<file path="src/hw/rtl/ebp_pkg.sv">
// Shared types, field widths and codes for the edge block probe.
package ebp_pkg;

    localparam int BLOCK_SLOTS_DEF = 8;
    localparam int VERTEX_BITS_DEF = 32;
    localparam int TYPE_BITS_DEF   = 8;

    localparam int CMD_W    = 2;
    localparam int OFFSET_W = 3;
    localparam int VERTEX_W = 32;
    localparam int TYPE_W   = 8;
    localparam int FLAG_W   = 2;
    localparam int WEIGHT_W = 32;

    typedef enum logic [CMD_W-1:0] {
        CMD_LOAD  = 2'd0,
        CMD_PROBE = 2'd1,
        CMD_READ  = 2'd2,
        CMD_NOP   = 2'd3
    } t_cmd;

    typedef enum logic [FLAG_W-1:0] {
        FLAG_EMPTY   = 2'd0,
        FLAG_VALID   = 2'd1,
        FLAG_DELETED = 2'd2,
        FLAG_FREE    = 2'd3
    } t_flag;

    typedef struct packed {
        logic [CMD_W-1:0]    command;
        logic [OFFSET_W-1:0] entry_offset;
        logic [VERTEX_W-1:0] vertex_id;
        logic [TYPE_W-1:0]   edge_type;
        logic [FLAG_W-1:0]   entry_flag;
        logic [WEIGHT_W-1:0] entry_weight;
        logic                start_from_hash;
        logic                is_insert;
    } t_in_item;

    typedef struct packed {
        logic                found;
        logic                stopped_at_empty;
        logic [OFFSET_W-1:0] hit_offset;
        logic [VERTEX_W-1:0] out_vertex;
        logic [TYPE_W-1:0]   out_type;
        logic [FLAG_W-1:0]   out_flag;
        logic [WEIGHT_W-1:0] out_weight;
    } t_out_item;

    typedef enum logic [2:0] {
        ST_IDLE,
        ST_EXEC,
        ST_READ,
        ST_SCAN,
        ST_FINISH
    } t_state;

    // Commands from the controller to the datapath.
    typedef struct packed {
        logic capture;
        logic wr_load;
        logic rd_offset;
        logic rd_ptr;
        logic ans_zero;
        logic ans_read;
        logic ans_hit;
        logic ans_empty;
        logic out_load;
    } t_ctl;

    // Status from the datapath to the controller.
    typedef struct packed {
        t_cmd cmd;
        logic off_ok;
        logic ptr_ok;
        logic slot_hit;
        logic slot_pass;
    } t_sts;

endpackage

</file>
<file path="src/hw/rtl/ebp_ctrl.sv">
// Controller state machine that sequences load, read and probe transactions.
module ebp_ctrl (
    input  logic          i_clk,
    input  logic          i_rst_n,
    input  logic          i_in_valid,
    output logic          o_in_stall,
    input  logic          i_out_stall,
    output logic          o_out_valid,
    input  ebp_pkg::t_sts i_sts,
    output ebp_pkg::t_ctl o_ctl
);
    import ebp_pkg::*;

    t_state r_state;
    t_state n_state;
    logic   r_out_valid;
    logic   n_out_valid;
    t_ctl   ctl;

    always_ff @(posedge i_clk) begin
        if (!i_rst_n) begin
            r_state     <= ST_IDLE;
            r_out_valid <= 1'b0;
        end else begin
            r_state     <= n_state;
            r_out_valid <= n_out_valid;
        end
    end

    always_comb begin
        ctl        = '0;
        n_state    = r_state;
        o_in_stall = 1'b1;
        unique case (r_state)
            ST_IDLE: begin
                o_in_stall = 1'b0;
                if (i_in_valid) begin
                    ctl.capture = 1'b1;
                    n_state     = ST_EXEC;
                end
            end
            ST_EXEC: begin
                unique case (i_sts.cmd)
                    CMD_LOAD: begin
                        ctl.wr_load  = i_sts.off_ok;
                        ctl.ans_zero = 1'b1;
                        n_state      = ST_FINISH;
                    end
                    CMD_READ: begin
                        if (i_sts.off_ok) begin
                            ctl.rd_offset = 1'b1;
                            n_state       = ST_READ;
                        end else begin
                            ctl.ans_zero = 1'b1;
                            n_state      = ST_FINISH;
                        end
                    end
                    CMD_PROBE: begin
                        if (i_sts.ptr_ok) begin
                            ctl.rd_ptr = 1'b1;
                            n_state    = ST_SCAN;
                        end else begin
                            ctl.ans_zero = 1'b1;
                            n_state      = ST_FINISH;
                        end
                    end
                    CMD_NOP: begin
                        ctl.ans_zero = 1'b1;
                        n_state      = ST_FINISH;
                    end
                endcase
            end
            ST_READ: begin
                ctl.ans_read = 1'b1;
                n_state      = ST_FINISH;
            end
            ST_SCAN: begin
                // The slot just read is judged; a pass fetches the next in range.
                if (i_sts.slot_hit) begin
                    ctl.ans_hit = 1'b1;
                    n_state     = ST_FINISH;
                end else if (i_sts.slot_pass) begin
                    if (i_sts.ptr_ok) begin
                        ctl.rd_ptr = 1'b1;
                    end else begin
                        ctl.ans_zero = 1'b1;
                        n_state      = ST_FINISH;
                    end
                end else begin
                    ctl.ans_empty = 1'b1;
                    n_state       = ST_FINISH;
                end
            end
            ST_FINISH: begin
                if (!r_out_valid || !i_out_stall) begin
                    ctl.out_load = 1'b1;
                    n_state      = ST_IDLE;
                end
            end
            default: begin
                n_state = ST_IDLE;
            end
        endcase
    end

    always_comb begin
        n_out_valid = r_out_valid;
        if (ctl.out_load) begin
            n_out_valid = 1'b1;
        end else if (r_out_valid && !i_out_stall) begin
            n_out_valid = 1'b0;
        end
    end

    assign o_ctl       = ctl;
    assign o_out_valid = r_out_valid;

endmodule

</file>
<file path="src/hw/rtl/ebp_datapath.sv">
// Datapath: slot memory, probe pointer, match logic and result registers.
module ebp_datapath #(
    parameter int BLOCK_SLOTS = ebp_pkg::BLOCK_SLOTS_DEF,
    parameter int VERTEX_BITS = ebp_pkg::VERTEX_BITS_DEF,
    parameter int TYPE_BITS   = ebp_pkg::TYPE_BITS_DEF
) (
    input  logic               i_clk,
    input  logic               i_rst_n,
    input  ebp_pkg::t_in_item  i_in_item,
    input  ebp_pkg::t_ctl      i_ctl,
    output ebp_pkg::t_sts      o_sts,
    output ebp_pkg::t_out_item o_out_item
);
    import ebp_pkg::*;

    localparam int SLOT_W = $clog2(BLOCK_SLOTS);
    localparam int CNT_W  = $clog2(BLOCK_SLOTS + 1);
    localparam int PTR_W  = (CNT_W > OFFSET_W) ? CNT_W : OFFSET_W;

    logic [VERTEX_BITS-1:0] r_mem_vertex [BLOCK_SLOTS];
    logic [TYPE_BITS-1:0]   r_mem_type   [BLOCK_SLOTS];
    logic [FLAG_W-1:0]      r_mem_flag   [BLOCK_SLOTS];
    logic [WEIGHT_W-1:0]    r_mem_weight [BLOCK_SLOTS];
    logic [BLOCK_SLOTS-1:0] r_vld;

    t_in_item               r_item;
    logic [PTR_W-1:0]       r_ptr;
    logic [VERTEX_BITS-1:0] r_rd_vertex;
    logic [TYPE_BITS-1:0]   r_rd_type;
    logic [FLAG_W-1:0]      r_rd_flag;
    logic [WEIGHT_W-1:0]    r_rd_weight;
    logic                   r_rd_vld;
    logic [SLOT_W-1:0]      r_rd_idx;
    t_out_item              r_ans;
    t_out_item              n_ans;
    t_out_item              r_out;

    logic [PTR_W-1:0]       off_ext;
    logic [PTR_W-1:0]       in_off_ext;
    logic [SLOT_W-1:0]      rd_addr;
    logic                   rd_en;
    logic [VERTEX_BITS-1:0] key_vertex;
    logic [TYPE_BITS-1:0]   key_type;
    logic [FLAG_W-1:0]      eff_flag;
    logic                   match;
    logic [FLAG_W-1:0]      upd_flag;
    logic [WEIGHT_W-1:0]    upd_weight;
    logic                   wr_en;
    logic [SLOT_W-1:0]      wr_addr;
    logic [VERTEX_BITS-1:0] wr_vertex;
    logic [TYPE_BITS-1:0]   wr_type;
    logic [FLAG_W-1:0]      wr_flag;
    logic [WEIGHT_W-1:0]    wr_weight;

    assign off_ext    = PTR_W'(r_item.entry_offset);
    assign in_off_ext = PTR_W'(i_in_item.entry_offset);
    assign key_vertex = VERTEX_BITS'(r_item.vertex_id);
    assign key_type   = TYPE_BITS'(r_item.edge_type);

    // Item capture and probe pointer.
    always_ff @(posedge i_clk) begin
        if (i_ctl.capture) begin
            r_item <= i_in_item;
            r_ptr  <= i_in_item.start_from_hash ? in_off_ext : '0;
        end else if (i_ctl.rd_ptr) begin
            r_ptr <= r_ptr + PTR_W'(1);
        end
    end

    assign rd_en   = i_ctl.rd_offset || i_ctl.rd_ptr;
    assign rd_addr = i_ctl.rd_offset ? off_ext[SLOT_W-1:0] : r_ptr[SLOT_W-1:0];

    // Registered read port of the slot memory.
    always_ff @(posedge i_clk) begin
        if (rd_en) begin
            r_rd_vertex <= r_mem_vertex[rd_addr];
            r_rd_type   <= r_mem_type[rd_addr];
            r_rd_flag   <= r_mem_flag[rd_addr];
            r_rd_weight <= r_mem_weight[rd_addr];
            r_rd_idx    <= rd_addr;
        end
    end

    // A slot never written since reset reads as an empty all-zero slot.
    always_ff @(posedge i_clk) begin
        if (!i_rst_n) begin
            r_vld    <= '0;
            r_rd_vld <= 1'b0;
        end else begin
            if (wr_en) begin
                r_vld[wr_addr] <= 1'b1;
            end
            if (rd_en) begin
                r_rd_vld <= r_vld[rd_addr];
            end
        end
    end

    assign eff_flag = r_rd_vld ? r_rd_flag : FLAG_EMPTY;
    assign match    = (r_rd_vertex == key_vertex) && (r_rd_type == key_type);

    always_comb begin
        upd_flag   = r_rd_flag;
        upd_weight = r_rd_weight;
        if (r_item.is_insert) begin
            if (r_rd_weight != '1) begin
                upd_weight = r_rd_weight + WEIGHT_W'(1);
            end
        end else begin
            upd_flag = FLAG_DELETED;
        end
    end

    assign wr_en = i_ctl.wr_load || i_ctl.ans_hit;

    always_comb begin
        if (i_ctl.wr_load) begin
            wr_addr   = off_ext[SLOT_W-1:0];
            wr_vertex = key_vertex;
            wr_type   = key_type;
            wr_flag   = r_item.entry_flag;
            wr_weight = r_item.entry_weight;
        end else begin
            wr_addr   = r_rd_idx;
            wr_vertex = r_rd_vertex;
            wr_type   = r_rd_type;
            wr_flag   = upd_flag;
            wr_weight = upd_weight;
        end
    end

    always_ff @(posedge i_clk) begin
        if (wr_en) begin
            r_mem_vertex[wr_addr] <= wr_vertex;
            r_mem_type[wr_addr]   <= wr_type;
            r_mem_flag[wr_addr]   <= wr_flag;
            r_mem_weight[wr_addr] <= wr_weight;
        end
    end

    // Staged answer, then the output register.
    always_comb begin
        n_ans = r_ans;
        if (i_ctl.ans_zero) begin
            n_ans = '0;
        end else if (i_ctl.ans_empty) begin
            n_ans                  = '0;
            n_ans.stopped_at_empty = 1'b1;
        end else if (i_ctl.ans_read) begin
            n_ans = '0;
            if (r_rd_vld) begin
                n_ans.out_vertex = VERTEX_W'(r_rd_vertex);
                n_ans.out_type   = TYPE_W'(r_rd_type);
                n_ans.out_flag   = r_rd_flag;
                n_ans.out_weight = r_rd_weight;
            end
        end else if (i_ctl.ans_hit) begin
            n_ans.found            = 1'b1;
            n_ans.stopped_at_empty = 1'b0;
            n_ans.hit_offset       = OFFSET_W'(r_rd_idx);
            n_ans.out_vertex       = VERTEX_W'(r_rd_vertex);
            n_ans.out_type         = TYPE_W'(r_rd_type);
            n_ans.out_flag         = upd_flag;
            n_ans.out_weight       = upd_weight;
        end
    end

    always_ff @(posedge i_clk) begin
        r_ans <= n_ans;
        if (i_ctl.out_load) begin
            r_out <= r_ans;
        end
    end

    assign o_sts.cmd       = t_cmd'(r_item.command);
    assign o_sts.off_ok    = off_ext < PTR_W'(BLOCK_SLOTS);
    assign o_sts.ptr_ok    = r_ptr < PTR_W'(BLOCK_SLOTS);
    assign o_sts.slot_hit  = (eff_flag == FLAG_VALID) && match;
    assign o_sts.slot_pass = (eff_flag == FLAG_DELETED) || ((eff_flag == FLAG_VALID) && !match);
    assign o_out_item      = r_out;

endmodule

</file>
<file path="src/hw/rtl/edge_block_probe.sv">
// Top level of the edge block probe: controller, datapath and checks.
//
// One block of BLOCK_SLOTS edge slots searched by linear probing with tombstones.
// Input channel: i_in_valid / o_in_stall with i_in_item; a transaction is taken
// at a clock edge where valid is high and stall is low. Each input transaction
// gives exactly one result on o_out_valid / i_out_stall with o_out_item.
// Commands: load writes one slot, read returns one slot (offset in range), probe
// scans from the start slot toward the end and updates a matching valid slot.
// Timing: the block works on one transaction at a time. After acceptance, a load
// or no-op goes through EXEC and FINISH, a read through EXEC, READ and FINISH,
// and a probe through EXEC, SCAN once per slot visited and FINISH; FINISH loads
// the result into the output register. The next transaction is accepted once the
// controller is back in IDLE. The scan visits one slot per cycle through the
// registered read port of the slot memory.
// If the receiver stalls, the result holds in the output register and the next
// result waits in the datapath until the register frees up; input is stalled.
// Reset (synchronous, active low) empties every slot at once through per-slot
// valid bits and clears the handshake state; no clearing pass is needed.
module edge_block_probe #(
    parameter int BLOCK_SLOTS = ebp_pkg::BLOCK_SLOTS_DEF,
    parameter int VERTEX_BITS = ebp_pkg::VERTEX_BITS_DEF,
    parameter int TYPE_BITS   = ebp_pkg::TYPE_BITS_DEF
) (
    input  logic               i_clk,
    input  logic               i_rst_n,
    input  logic               i_in_valid,
    output logic               o_in_stall,
    input  ebp_pkg::t_in_item  i_in_item,
    output logic               o_out_valid,
    input  logic               i_out_stall,
    output ebp_pkg::t_out_item o_out_item
);
    import ebp_pkg::*;

    t_ctl ctl;
    t_sts sts;

    ebp_ctrl u_ctrl (
        .i_clk       (i_clk),
        .i_rst_n     (i_rst_n),
        .i_in_valid  (i_in_valid),
        .o_in_stall  (o_in_stall),
        .i_out_stall (i_out_stall),
        .o_out_valid (o_out_valid),
        .i_sts       (sts),
        .o_ctl       (ctl)
    );

    ebp_datapath #(
        .BLOCK_SLOTS (BLOCK_SLOTS),
        .VERTEX_BITS (VERTEX_BITS),
        .TYPE_BITS   (TYPE_BITS)
    ) u_datapath (
        .i_clk      (i_clk),
        .i_rst_n    (i_rst_n),
        .i_in_item  (i_in_item),
        .i_ctl      (ctl),
        .o_sts      (sts),
        .o_out_item (o_out_item)
    );

`ifndef SYNTHESIS
    // A waiting result is never overwritten by the next one.
    assert property (@(posedge i_clk) disable iff (!i_rst_n)
        ctl.out_load |-> !(o_out_valid && i_out_stall))
        else $error("result register overwritten while stalled");

    // At most one answer source at a time.
    assert property (@(posedge i_clk) disable iff (!i_rst_n)
        $onehot0({ctl.ans_zero, ctl.ans_read, ctl.ans_hit, ctl.ans_empty}))
        else $error("more than one answer source selected");

    // A new result appears only after the controller loads it.
    assert property (@(posedge i_clk) disable iff (!i_rst_n)
        $rose(o_out_valid) |-> $past(ctl.out_load))
        else $error("output valid rose without a result load");

    // After an accepted transaction the input is stalled.
    assert property (@(posedge i_clk) disable iff (!i_rst_n)
        (i_in_valid && !o_in_stall) |=> o_in_stall)
        else $error("input accepted twice in a row");
`endif

endmodule
</file>
<file path="config.mk">
export PLATFORM = sky130hd
export DESIGN_NAME = edge_block_probe
export DESIGN_NICKNAME = d
export VERILOG_FILES = /design/src/hw/rtl/ebp_pkg.sv /design/src/hw/rtl/ebp_ctrl.sv /design/src/hw/rtl/ebp_datapath.sv /design/src/hw/rtl/edge_block_probe.sv
export SDC_FILE = /design/constraint.sdc
export NUM_CORES = 1
export LEC_CHECK = 0
export ABC_CLOCK_PERIOD_IN_PS = 9800
export BUFFER_PORTS_ARGS = -buffer_cell sky130_fd_sc_hd__buf_2
export CORE_MARGIN = 2
export CORE_UTILIZATION = 59
export DETAILED_ROUTE_END_ITERATION = 6
export HOLD_SLACK_MARGIN = 0.08
export PLACE_DENSITY = 0.77
export SLEW_MARGIN = 20
export SYNTH_ARGS = -nofsm -noshare
export SYNTH_HDL_FRONTEND = slang
export SYNTH_SLANG_ARGS = --single-unit
export TNS_END_PERCENT = 20
</file>
<file path="constraint.sdc">
create_clock -name i_clk -period 9.8 [get_ports i_clk]
set_input_delay 0.49 -clock i_clk [delete_from_list [all_inputs] [get_ports i_clk]]
set_output_delay 0.49 -clock i_clk [all_outputs]
set_load 0.1 [all_outputs]
</file>
==> summary.txt, run 1 <==
CTS
  • Longest Clk Path Bufs: 3
  • Number of CTS-inserted buffers: 91
  • CTS tree: done
  • Clk sink count: 924
  • H-Tree Depth: 3
  • CTS Root Buffer Type: clkbuf_16
  • Worst-path clk slew: 0.06 ns
  • Post-CTS Setup Bufs: 0
  • Later-pin clock latency in the skew report: 0.65 ns

Floorplanning
  • Die W: 254 um
  • I/O pin count: 166
  • Initial Utilization: 59.8%
  • Die height: 254 um
  • Site Rows: 91
  • Die area: 64500 um^2
  • Core area: 61700 um^2

Timing
  • RSZ-0062 raised after global routing: false
  • Clock Skews: 0.0280 ns
  • Final hold vios: 0
  • Fin Setup TNS: 0 ns
  • Slew Viols, Final: 0
  • Fmax: 179 MHz
  • Slew margin rel.: 25.1%
  • Final period util: 57.1%
  • Tmin final: 5.60 ns
  • Worst-Margin Slew: 1.12 ns
  • Final Setup Violations: 0

Yosys
  • Mapped Nets: 2988
  • Share of Yosys cell area claimed by the top area cell type: 67.7%
  • Fraction of registers with async set/reset: 0%
  • Top FF cell, synth: edfxtp_1
  • Ys Warns: 0
  • Avg Cell Area, Syn: 12.7 um^2
  • Mapped cell area: 36900 um^2
  • Largest family of logic cells by synthesized area: simple AND/OR/NAND/NOR gates
  • Adder-cell share of the synthesized area: 0.204%
  • Seq/Total Area, Yosys: 72.7%
  • Simple-Gate Fraction of Synth Area: 15.6%
  • Multiplexer area fraction after synthesis: 0.363%
  • Synth cell types: 60
  • Post-synthesis compound-gate area fraction: 7.36%
  • Largest cells by area after synthesis: edfxtp_1 (68%), nand2_1 (8.0%), dfxtp_1 (5.0%), nand3_1 (3.2%), a311oi_1 (1.8%)
  • Register bit total from synthesis: 924
  • Cells after Synth: 2897
  • Post-Synth XOR/XNOR Area: 1.61%
  • Post-synth EDFFs: 832
  • Synth area leader: edfxtp_1

Status
  • Status: finished, violations left
  • Violated checks: DRC

Critical path
  • Startpoint Class: flop
  • CP arrival: 6.10 ns
  • R2r worst-path depth: 12
  • Crit-path max FO: 210
  • Worst Setup SP: u_datapath.o_sts[4]
  • CP required: 10.31 ns
  • Critical Setup Path Class: reg2reg
  • FF-to-FF Start: u_datapath.o_sts[4]
  • Crit path capture type: flop
  • Critical Path End: u_datapath.r_rd_vertex[31]
  • Setup slack, reg-to-reg: 4.20 ns
  • Reg-to-reg endpoint: u_datapath.r_rd_vertex[31]

Pwr
  • P_leak: 14.7 nW
  • Power Density: 235 nW/um^2
  • Worst IR Drop VDD: 0.000143 V
  • Total Power: 9.94 mW

Global route
  • Initial antenna violation count: 0
  • Vias in the first global route: 24802
  • Wire length of the first global-routing pass: 144 mm
  • Total gr overflow: 0
  • Overall routing resource usage: 29.7%
  • Largest net degree at the start of global routing: 211

Detailed routing
  • Detailed Route WL: 96.3 mm
  • Drt first-iter violations: 3603
  • DR pass1 iterations: 7
  • Vias: 25390
  • Post-route ant nets: 0
  • Wire per inst: 24.1 um
  • DR DRC count: 1
  • Vias per cell: 6.36

Finish
  • Share of cells above drive strength 1: 14.2%
  • P&R area growth vs syn: 14.8%
  • Nets: 3171
  • Diode count: 0

Flow run
  • Max Cap Violations: 0

Place
  • Gp weighted congestion: 0.875
  • Dpl hpwl: 53.4 mm
  • Count of input and output buffers: 165

Worst hold path
  • Hold crit path type: in2reg
## worst min-delay path by stage
stage / start / end / cells after the start / slack, ns
2_1_floorplan: u_datapath.r_ans[25] / u_datapath.o_out_item[25] / 0 / 0.40
3_3_place_gp: u_datapath.r_ans[28] / u_datapath.o_out_item[28] / 0 / 0.41
3_5_place_dp: u_datapath.r_ans[30] / u_datapath.o_out_item[30] / 0 / 0.41
4_1_cts: i_in_item[77] / u_datapath.off_ext[1] / 1 / 0.09
5_1_grt: i_in_item[77] / u_datapath.off_ext[1] / 1 / 0.09
6_report: i_in_item[78] / u_datapath.off_ext[2] / 1 / 0.1
## state kept, by name, indices dropped and copies added (netlist names), 4 cells and up
signal and cells:
u_datapath.r_mem_weight 256, u_datapath.r_rd_vertex 32, u_datapath.r_item 35, u_datapath.r_ans 79, u_datapath.o_out_item 79, u_datapath.r_mem_type 64, u_datapath.r_rd_weight 32, u_datapath.r_mem_vertex 256
u_datapath.r_rd_type 8, u_datapath.r_vld 8, u_datapath.key_vertex 32, u_datapath.key_type 8, u_datapath.r_mem_flag 16, u_datapath.r_ptr 4
## routing by layer
metal | vias to the layer above | GRT usage [%] | part of all wire, %
met2 | 1683 | 47.2 | 48
met3 | 266 | 5.83 | 11
met5 | - | 0 | 0
li1 | 11047 | - | -
met1 | 12394 | 39.7 | 38
met4 | 0 | 14.5 | 4.0
## metrics by stage
stage          worst slack (ns)  cells  area (um^2)  hold slack, ns  utilization [%]
2_1_floorplan              1.76   2897        36900           0.400                -
3_3_place_gp               4.56   3744        38500           0.409             62.3
3_5_place_dp               4.32   3746        38500           0.408             62.4
4_1_cts                    4.27   3990        42300          0.0901             68.6
5_1_grt                    3.89   3992        42300          0.0885             68.6
6_report                   4.20   3992        42300          0.0959             68.6
## cell families (layout without fill, tap and decap cells)
logic type | count (synthesis) | in the layout
and+or+nand+nor | 1292 | 1292
DFF | 924 | 924
AOI/OAI and AO/OA | 387 | 387
buffers and inverters | 207 | 465
xor gates and xnor gates | 68 | 68
muxes | 13 | 13
adders and majority gates | 6 | 6
## Yosys cell counts (3+ instances only)
cell / n
and4_1: 9
o21a_1: 5
buf_2: 21
a311oi_1: 74
or4_1: 10
a21boi_0: 3
nor2b_1: 4
ha_1: 6
nor2_1: 54
a2bb2oi_1: 3
mux2_2: 3
inv_1: 13
or3_1: 7
nand2b_1: 5
a32oi_1: 11
o21ai_0: 74
and2_1: 6
a31o_2: 74
nand4b_1: 3
and3_1: 79
dfxtp_1: 92
xor2_1: 33
nand2_1: 788
clkbuf_1: 162
edfxtp_1: 832
nand4_1: 27
nor4_1: 15
o211ai_1: 5
mux2i_1: 10
buf_1: 9
a22oi_1: 10
a211oi_1: 3
nor3_1: 30
nand3b_1: 8
xnor2_1: 35
nand3_1: 236
o31a_1: 7
a31oi_1: 30
a21oi_1: 74
## worst max-delay path, stage by stage (launching register included)
cell	delay, ns
edfxtp_1	0.39
inv_1	0.12
ha_1	0.18
nor4bb_2	0.82
mux2i_4	0.14
buf_12	0.36
inv_8	0.75
buf_4	0.83
buf_4	0.81
nand2_1	0.12
and3_1	0.21
a311oi_1	0.32
a31o_2	0.18
## cells in the final DEF (no fill, tap or decap), drive strengths merged, types with 6 or more instances in the layout
master / synthesis / final
buf: 30 / 206
nand4: 27 / 27
a21oi: 74 / 74
and3: 79 / 79
or4: 12 / 12
edfxtp: 832 / 832
ha: 6 / 6
a31o: 74 / 74
nand3b: 8 / 8
xor2: 33 / 33
nand2: 788 / 788
a31oi: 30 / 30
bufinv: 0 / 12
a22oi: 10 / 10
and4: 9 / 9
nand3: 236 / 236
dfxtp: 92 / 92
a32oi: 11 / 11
clkinv: 1 / 41
nor4: 16 / 16
a311oi: 74 / 74
o31a: 7 / 7
dlygate4sd3: 0 / 76
or3: 7 / 7
inv: 14 / 16
o21ai: 76 / 76
mux2i: 10 / 10
and2: 6 / 6
clkbuf: 162 / 110
nor3: 30 / 30
xnor2: 35 / 35
nor2: 54 / 54
## power by group
group / switching (mW) / internal (mW)
clock: 1.48 / 2.06
combinational: 1.12 / 0.493
sequential: 0.142 / 4.65
total: 2.74 / 7.20
## final cells by class
class                   instances  area, um^2
inverters                      15        71.3
repair buffers                282        1970
flip-flops and latches        924       26800
well taps                     837        1050
fillers                      4052       19400
clock inverters                58         632
clock buffers                 110        2390
multi-input cells            1766        9410
## what timing repair did
item	4_1_cts	5_1_grt
hold buffers	76	0
gates resized for setup	0	0
endpoints found under the hold margin	76	0
Power figures use the tool's default switching activity.
==> run 2, diff against run 1 <==
Settings changed: ABC_CLOCK_PERIOD_IN_PS 9800 to 4500, CORE_UTILIZATION 59 to 55, PLACE_DENSITY 0.77 to 0.75.
Clock period 9.8 ns to 4.5 ns, I/O delays scaled along.
==> run 2 against run 1 <==
Compared with the run above: the flow now finishes without violations; sequential share of layout area down 0.64 points; hold slack better by 0.19 ns; wire length up 0.86%; fmax up 48%; total power up 120%; clock power up 120%; register-to-register slack worse by 3.5 ns; count of clock-buffer cells in the layout up 15.
==> summary.txt, run 2 (synthesized netlist as in run 1, its figures left out) <==
Timing
  • Slew margin rel.: 29.3% (+4.2 points)
  • Final Setup Violations: 0 (unchanged)
  • Final period util: 83.8% (+27 points)
  • Fmax: 265 MHz (+48%)
  • RSZ-0062 raised after global routing: false
  • Slew Viols, Final: 0 (unchanged)
  • Tmin final: 3.77 ns (-1.83 ns)
  • Clock Skews: 0.0291 ns (+0.00110 ns)
  • Final hold vios: 0 (unchanged)
  • Worst-Margin Slew: 1.05 ns (-0.0665 ns)

Place
  • Count of input and output buffers: 165 (unchanged)
  • Post-Place Cells: 3797 (+1.4%)
  • Gp weighted congestion: 0.922 (+5.3%)
  • Dpl hpwl: 54.6 mm (+2.3%)

Detailed routing
  • Detailed Route WL: 97.1 mm (+0.86%)
  • Vias per cell: 6.27 (-1.4%)
  • Post-route ant nets: 0 (unchanged)
  • Wire per inst: 24.0 um (-0.61%)
  • DR pass1 iterations: 7 (unchanged)
  • Drt first-iter violations: 3470 (-3.7%)
  • Vias: 25408 (+0.071%)
  • DR DRC count: 0 (-1)

Status
  • Status: complete, no violations

Critical path
  • Critical Setup Path Class: reg2reg
  • Slowest cell on crit path: a21boi_4
  • Startpoint Class: flop
  • CP arrival: 4.09 ns (-2.01 ns)
  • Max stage delay on crit path: 0.63 ns (-0.20 ns)
  • Crit path capture type: flop
  • CP top delay family: simple AND/OR/NAND/NOR gates
  • Buf/Inv on CP: 1 (-4)
  • Crit-path max FO: 32 (-85%)
  • CP required: 4.82 ns (-5.49 ns)
  • Cell chain of the critical path: xnor2_1, nand4_1, nor4_1, and4_2, nand2_1, a21boi_4, buf_12

Global route
  • Vias in the first global route: 24731 (-0.29%)
  • Wire length of the first global-routing pass: 145 mm (+1.0%)
  • Largest net degree at the start of global routing: 173 (-18%)
  • Initial antenna violation count: 1 (+1)
  • Overall routing resource usage: 27.5% (-2.2 points)
  • Total gr overflow: 0 (unchanged)

Floorplanning
  • Initial Utilization: 55.8% (-4.0 points)
  • Die area: 69200 um^2 (+7.2%)
  • Core area: 66100 um^2 (+7.1%)
  • Die W: 263 um (+3.5%)
  • Site Rows: 94 (+3.3%)
  • Die height: 263 um (+3.5%)
  • I/O pin count: 166 (unchanged)

Flow run
  • Max Cap Violations: 0 (unchanged)

Finish
  • Diode count: 0 (unchanged)
  • P&R area growth vs syn: 16.0%
  • Share of cells above drive strength 1: 14.8% (+0.55 points)
  • Post-Layout Cell Count: 4051 (+1.5%)
  • Commonest non-fill, non-tap cell in the layout: edfxtp_1
  • Biggest registers after layout: u_datapath.r_mem_vertex x256, u_datapath.r_mem_weight x256
  • Nets: 3201 (+0.95%)
  • Commonest non-fill, non-tap cells in the layout: edfxtp_1 (832), nand2_1 (787), nand3_1 (236)

Worst hold path
  • Hold crit path type: in2reg

CTS
  • Clk sink count: 924 (unchanged)
  • CTS tree: done
  • H-Tree Depth: 3 (unchanged)
  • Longest Clk Path Bufs: 3 (unchanged)
  • Number of CTS-inserted buffers: 90 (-1.1%)
  • CTS resizes: 0 (unchanged)
  • Worst-path clk slew: 0.06 ns (about the same)
  • CTS Root Buffer Type: clkbuf_16
  • Later-pin clock latency in the skew report: 0.66 ns (about the same)

Pwr
  • Power Density: 511 nW/um^2 (+120%)
  • Worst IR Drop VDD: 0.000406 V (+180%)
  • P_leak: 14.9 nW (+1.3%)
  • Total Power: 21.8 mW (+120%)
run 2: cell types whose count changed in the layout (fill, tap and decap cells not counted), moves of 4 or more:
cell           delta
buf_12           +12
buf_4            +14
clkinv_1          -9
clkbuf_1          +9
clkinv_2          -4
dlygate4sd3_1     +9
run 2: area by class of cell:
class	instances	area, um^2
Multi-Input combinational cell	1766	9410
Tap cell	864	1080
Timing Repair Buffer	313	2310
Clock buffer	125	2540
Fill cell	4584	23300
Inverter	15	68.8
Clock inverter	44	543
Sequential cell	924	26800
run 2: worst paths after layout:
check	from	end	slack, ns	cells after the start
worst max-delay path	u_datapath.r_rd_vertex[2]	u_datapath.r_mem_weight[5][0]	0.73	7
worst min register to register	u_datapath.r_ans[30]	u_datapath.o_out_item[30]	0.43	0
worst min-delay path	i_in_item[19]	u_datapath.r_item[19]	0.28	2
worst max register to register	u_datapath.r_rd_vertex[2]	u_datapath.r_mem_weight[5][0]	0.73	7
run 2: power breakdown:
group	total, mW	switching [mW]	leakage, nW	internal (mW)
registers	10.4	0.298	8.29	10.1
clock network	7.77	3.17	1.50	4.60
logic	3.66	2.52	5.08	1.14
total	21.8	5.99	14.9	15.9
run 2: per-layer routing:
metal	GRT usage, %	share of wire [%]
met1	37.3	38
met2	43.6	47
met3	5.15	11
met4	12.8	3.8
met5	0	0.013
run 2: repair_timing:
action / in CTS / in global routing
hold buffers: 85 / 0
buffers inserted: 0 / 0
hold endpoints to repair: 109 / 0
run 2: per-stage QoR:
stage	cell area [um^2]	hold slack [ns]	setup slack, ns	TNS [ns]	util, %
2_1_floorplan	36900	0.324	-1.33	-439.89	-
3_3_place_gp	38800	0.404	0.842	0	58.8
3_5_place_dp	38800	0.403	0.869	0	58.8
4_1_cts	42800	0.265	0.847	0	64.7
5_1_grt	42800	0.281	0.663	0	64.7
6_report	42800	0.283	0.730	0	64.7
run 2: worst register-to-register path: cells and delay by family (launching register included):
kind | cells | cell delay (ns)
AO/OA/AOI/OAI | 1 | 0.63
XOR/XNOR | 1 | 0.44
buffers and inverters | 1 | 0.32
flip-flops | 1 | 0.44
AND/OR/NAND/NOR | 4 | 1.59
